===== config.mk =====
export PLATFORM = sky130hd
export DESIGN_NAME = sst_ctrl
export DESIGN_NICKNAME = d
export VERILOG_FILES = /design/src/sst_pkg.sv /design/src/sst_ctrl.sv
export SDC_FILE = /design/constraint.sdc
export NUM_CORES = 1
export LEC_CHECK = 0
export BUFFER_PORTS_ARGS = -buffer_cell sky130_fd_sc_hd__buf_4
export CAP_MARGIN = 5
export CORE_AREA = 2 2 39 41
export CTS_CLUSTER_DIAMETER = 50
export DETAILED_ROUTE_END_ITERATION = 8
export DIE_AREA = 0 0 41 43
export GPL_ROUTABILITY_DRIVEN = 0
export SETUP_SLACK_MARGIN = 0.3
export SLEW_MARGIN = 20
export SYNTH_ARGS = -nofsm -noshare
export SYNTH_HDL_FRONTEND = slang
export SYNTH_SLANG_ARGS = --single-unit

===== constraint.sdc =====
create_clock -name clk -period 1.6 [get_ports clk]
set_input_delay 0.32 -clock clk [delete_from_list [all_inputs] [get_ports clk]]
set_output_delay 0.32 -clock clk [all_outputs]
set_load 0.02 [all_outputs]

===== src/sst_pkg.sv =====
// shared types and constants for the scoped symbol table core
// no dependencies; used by the interfaces, the controller, the datapath and the checker
package sst_pkg;

    // field widths fixed by the command and result formats
    localparam int SYM_W       = 10;
    localparam int DECL_W      = 12;
    localparam int CMD_W       = 3;
    localparam int STATUS_W    = 3;
    localparam int DEPTH_OUT_W = 7;

    // name map covers every interned index
    localparam int SYMBOLS = 1 << SYM_W;

    // command codes
    localparam logic [CMD_W-1:0] CMD_OPEN       = 3'd0;
    localparam logic [CMD_W-1:0] CMD_CLOSE      = 3'd1;
    localparam logic [CMD_W-1:0] CMD_INSERT     = 3'd2;
    localparam logic [CMD_W-1:0] CMD_LOOKUP     = 3'd3;
    localparam logic [CMD_W-1:0] CMD_CLASH_TEST = 3'd4;

    // status codes
    localparam logic [STATUS_W-1:0] ST_OK         = 3'd0;
    localparam logic [STATUS_W-1:0] ST_CLASH      = 3'd1;
    localparam logic [STATUS_W-1:0] ST_DECL_FULL  = 3'd2;
    localparam logic [STATUS_W-1:0] ST_SCOPE_FULL = 3'd3;
    localparam logic [STATUS_W-1:0] ST_NO_SCOPE   = 3'd4;

    // controller to datapath commands
    typedef struct packed {
        logic clear_wr;     // clear one name map entry
        logic accept;       // capture a command beat, launch reads
        logic eval;         // finish a single-step command
        logic close_start;  // begin the walk of a closing scope
        logic walk_rd;      // read one declaration stack entry
        logic walk_wr;      // restore one hidden binding
        logic close_done;   // finish a close
    } sst_ctl_t;

    // datapath to controller status
    typedef struct packed {
        logic clr_last;     // clearing the last name map entry
        logic close_go;     // captured close has a scope to close
        logic walk_more;    // entries remain in the closing scope
    } sst_stat_t;

endpackage


===== src/sst_ctrl.sv =====
// sequencing state machine of the scoped symbol table core
// depends on sst_pkg; drives the datapath through sst_ctl_t
module sst_ctrl (
    input  logic               clk,
    input  logic               rst_n,
    input  logic               req_valid,
    input  logic               rsp_ready,
    input  sst_pkg::sst_stat_t stat,
    output sst_pkg::sst_ctl_t  ctl,
    output logic               req_ready,
    output logic               rsp_valid
);

    typedef enum logic [2:0] {
        S_CLEAR,
        S_IDLE,
        S_LOOK,
        S_WALK,
        S_WALK_WR
    } state_t;

    state_t state_reg;
    state_t state_next;
    logic   rsp_valid_reg;
    logic   rsp_valid_next;
    logic   slot_free;

    assign slot_free = !rsp_valid_reg || rsp_ready;
    assign req_ready = (state_reg == S_IDLE);
    assign rsp_valid = rsp_valid_reg;

    always_comb
    begin
        ctl        = '0;
        state_next = state_reg;
        unique case (state_reg)
            S_CLEAR:
            begin
                ctl.clear_wr = 1'b1;
                if (stat.clr_last)
                begin
                    state_next = S_IDLE;
                end
            end
            S_IDLE:
            begin
                if (req_valid)
                begin
                    ctl.accept = 1'b1;
                    state_next = S_LOOK;
                end
            end
            S_LOOK:
            begin
                priority if (stat.close_go)
                begin
                    ctl.close_start = 1'b1;
                    state_next      = S_WALK;
                end
                else if (slot_free)
                begin
                    ctl.eval   = 1'b1;
                    state_next = S_IDLE;
                end
                else
                begin
                    // result register still busy
                    state_next = S_LOOK;
                end
            end
            S_WALK:
            begin
                priority if (stat.walk_more)
                begin
                    ctl.walk_rd = 1'b1;
                    state_next  = S_WALK_WR;
                end
                else if (slot_free)
                begin
                    ctl.close_done = 1'b1;
                    state_next     = S_IDLE;
                end
                else
                begin
                    state_next = S_WALK;
                end
            end
            S_WALK_WR:
            begin
                ctl.walk_wr = 1'b1;
                state_next  = S_WALK;
            end
            default:
            begin
                state_next = S_CLEAR;
            end
        endcase
    end

    always_comb
    begin
        priority if (ctl.eval || ctl.close_done)
        begin
            rsp_valid_next = 1'b1;
        end
        else if (rsp_ready)
        begin
            rsp_valid_next = 1'b0;
        end
        else
        begin
            rsp_valid_next = rsp_valid_reg;
        end
    end

    always_ff @(posedge clk or negedge rst_n)
    begin
        if (!rst_n)
        begin
            state_reg     <= S_CLEAR;
            rsp_valid_reg <= 1'b0;
        end
        else
        begin
            state_reg     <= state_next;
            rsp_valid_reg <= rsp_valid_next;
        end
    end

endmodule


**After elaboration in Yosys (flattened, before gate mapping)**

Cells that the tools add are included.

- Muxes and demuxes: 21
- Reductions and logical operators: 6
- Equality and inequality tests: 6

Operators with widths:

| kind | count |
|---|---|
| $pmux W3 S5 | 1 |
| $mux W1 | 13 |
| $mux W3 | 4 |
| $eq A3 B2 Y1 const B | 2 |
| $mux W2 | 3 |
| $ne A2 B2 Y1 const B | 2 |
| $eq A3 B1 Y1 const B | 1 |
| $eq A3 B3 Y1 const B | 1 |
| $logic_not A3 Y1 | 1 |
| $logic_or A1 B1 Y1 | 2 |
| $reduce_and A2 Y1 | 1 |
| $reduce_bool A2 Y1 | 1 |
| $logic_not A1 Y1 | 1 |

- Word-level logic and storage cells: 35
- Register bits after elaboration: 4
- Output and inout port bits: 9

**Depth between registers and ports, before layout**

- Depth after elaboration: 7
- Depth in mapped cells: 4
- Depth with buffers taken out: 3

**Worst setup path before layout**

OpenSTA, ideal clock, no wires.

- Kind: register -> output
- Start: register state_reg[0]
- End: output port ctl[4] in the netlist's numbering
- Setup slack: -0.037 ns
- Path buffers: 1
- Arrival time: 1.317 ns
- Data required time: 1.280 ns
- Cell stages (with the launch flop): 4
- Path through: dfrtp_1 > buf_2 > nor3b_1 > nor3b_1

RTL lines:

| item | RTL line | RTL |
|---|---|---|
| from (decl) | sst_ctrl.sv:22 | `state_t state_reg;` |
| from (signal assigned) | sst_ctrl.sv:125 | `state_reg <= state_next;` |
| to (decl) | sst_ctrl.sv:9 | `output sst_pkg::sst_ctl_t ctl,` |

==> flow_metrics.tcl <==
set metrics [dict create \
    synth_area_um2 340 \
    synthAdderAreaFrac_pct 0 \
    largest_reg_flops 3 \
    io_buffer_count 15 \
    peakVddDrop_v 0.000568 \
    vias 377 \
    cp-end-kind "output port" \
    grt_pass1_vias 335 \
    highest_layer "met4" \
    ys_ff_latch 4 \
    worstHoldStart "req_valid" \
    start_util_pct 24.6 \
    instances_no_fill 77 \
    hp-class "input port to register" \
    yosysUniqueCellTypes 24 \
    cts.sinks 4 \
    path_max_fanout 6 \
    cts_tree "built" \
    hold-path-endpoint "state_reg[0]" \
    tightest_slew_ps 350 \
    rows 14 \
    finalHoldViolCount 0 \
    dp_hpwl_um 665 \
    n_fill_cell 143 \
    r2r_end "state_reg[0]" \
    critical_path_class "register to output port" \
    fin_skew_ps 9.44 \
    setup_viol 0 \
    h-tree-depth 1 \
    diodes 0 \
    fmax_mhz 640 \
    syn_to_final_growth_pct 77.6 \
    timing.rr.start "state_reg[1]" \
    die-width_um 41 \
    met2_length_um 492 \
    ant_nets 0 \
    period_needed_ps 1560 \
    dp_slack_ps 142 \
    drt_iter0_markers 3 \
    wl_um 975 \
    met3_length_um 60 \
    coreArea_mm2 0.00138 \
    grt_pass1_wl_mm 1.61 \
    yosysSeqAreaShare_pct 29.4 \
    synth_compound_area_share_pct 18.4 \
    clk_latency_ps 240 \
    die_area_mm2 0.00176 \
    rsz0062_at_grt "true" \
    cts.path.max_buffers 2 \
    crit_path_start_kind "register" \
    die_height_um 43 \
    grt_use_total_pct 14.0 \
    synth_xor_area_share_pct 0 \
    numCtsBuffers 3 \
    drt-met1-wl_um 411 \
    drc 0 \
    drv_cap 0 \
    path_clk_slew_ps 40 \
    slowest_stage "dfrtp_2" \
    dp_cells 67 \
    drv_slew 0 \
    seqCellArea_um2 104 \
    synthesis.instances 38 \
    drt_pass1_iterations 3 \
    rrSetupSlack_ps 70 \
    powerDensity_mw_per_mm2 1740 \
    cp.required_ps 1280 \
    slew_headroom_pct 76.4 \
    synth_mux_area_share_pct 2.94 \
    status "completed" \
    drive_gt1_share_pct 60.7 \
    arrival_ps 1240 \
    multi_input_area_um2 256 \
    root_buffer "clkbuf_4" \
    final.setup.worst_slack_ps 37.3 \
    power.leakage_nw 0.294 \
    ios 16 \
    overflow 0 \
    yosys.area_share.simple_pct 41.5 \
    grt_max_degree 8 \
    fin_crit_sh_pct 97.7 \
    wl_per_cell_um 12.7 \
    crit_chain "nor3b_4 > nor3b_4 > buf_6" \
    design.final.nets 70 \
    crit_top_cell "nor3b_4" \
    synth_fp_nets 45 \
    max_stage_delay_ps 450 \
    whs_path_depth 2 \
    via_per_inst 4.90 \
    reg2reg_depth 4 \
    avgSynthCellArea_um2 8.96 \
    antenna_found_initial 0 \
    synth_top_family_by_area "simple AND/OR/NAND/NOR gates" \
    yosysWarnings 0 \
]
final cells by class:
cell class | instances | area share [%]
Multi-Input combinational cell | 28 | 42.4
Timing Repair Buffer | 23 | 31.5
Sequential cell | 4 | 17.2
Inverter | 3 | 1.86
Clock buffer | 3 | 3.73
Tap cell | 16 | 3.31
cells in the final DEF (no fill, tap or decap), drive strengths merged:
cell type	instances
or4	2
and4b	2
nor3	1
or3b	1
nand2b	1
inv	3
clkbuf	3
nand2	3
o21ai	2
dfrtp	4
o311ai	1
and2	2
nor3b	2
a41oi	1
dlygate4sd3	1
and3	1
buf	22
o22ai	1
and4bb	1
mux2i	1
nor2b	1
nor2	3
a211oi	1
nand3b	1
cell usage after synthesis (all sizes together):
library cell	n	area [µm²]
dfrtp	4	100
buf	3	15.0
inv	3	11.3
nand2	3	11.3
nor2	3	11.3
and2	2	12.5
and4b	2	20.0
nor3b	2	15.0
o21ai	2	10.0
or4	2	18.8
a211oi	1	7.51
a41oi	1	16.3
and3	1	6.26
and4bb	1	12.5
mux2i	1	10.0
nand2b	1	6.26
nand3b	1	7.51
nor2b	1	6.26
nor3	1	5.00
o22ai	1	12.5
o311ai	1	16.3
or3b	1	8.76
per-layer routing:
metal / GRT usage (%) / vias up
met5: 0 / -
met4: 4.00 / 0
met3: 6.28 / 2
met2: 20.6 / 18
met1: 17.7 / 171
li1: - / 186
what timing repair did:
action / 4_1_cts / 5_1_grt
hold buffers: 1 / 0
endpoints found under the setup margin: 10 / 10
pin swaps: 2 / 1
resized for setup: 5 / 6
hold endpoints to repair: 4 / 0
setup buffers: 6 / 0
per-stage QoR:
step	cell area, µm²	power, mW	TNS [ps]	hold slack [ps]	util, %
2_1_floorplan	363	0.591	0	24.4	-
3_3_place_gp	488	0.769	0	119	35.3
3_5_place_dp	488	0.773	0	120	35.3
4_1_cts	576	0.991	0	296	41.6
5_1_grt	604	1.13	-22.3	324	43.7
6_report	604	1.05	0	321	43.7
worst max path at each step:
stage / slack (ps) / to / cells past startpoint / from
floorplan: 250 / ctl[4] / 3 / state_reg[2]
global placement: 130 / ctl[4] / 3 / state_reg[1]
detailed placement: 140 / ctl[4] / 3 / state_reg[1]
CTS: 10 / ctl[4] / 3 / state_reg[0]
global route: -20 / ctl[4] / 3 / state_reg[2]
finish: 40 / ctl[4] / 3 / state_reg[2]
kinds of logic (layout without fill, tap and decap cells):
kind of cell,Yosys count,in the layout
AND/OR/NAND/NOR,21,21
AO/OA/AOI/OAI,6,6
buffers and inverters,6,29
flip-flops,4,4
multiplexers,1,1
power by group:
group	switching, mW	leakage, nW	total, mW	internal [mW]
combinational	0.343	0.234	0.704	0.361
sequential	0.0744	0.0471	0.224	0.150
clock	0.0423	0.0138	0.126	0.0839
total	0.459	0.294	1.05	0.595
worst max-delay path, delay by kind of cell, from the launching register on:
family        cells  cell delay (ps)
flops             1              450
simple gates      2              430
buf+inv           1              140
Power figures use the tool's default switching activity.
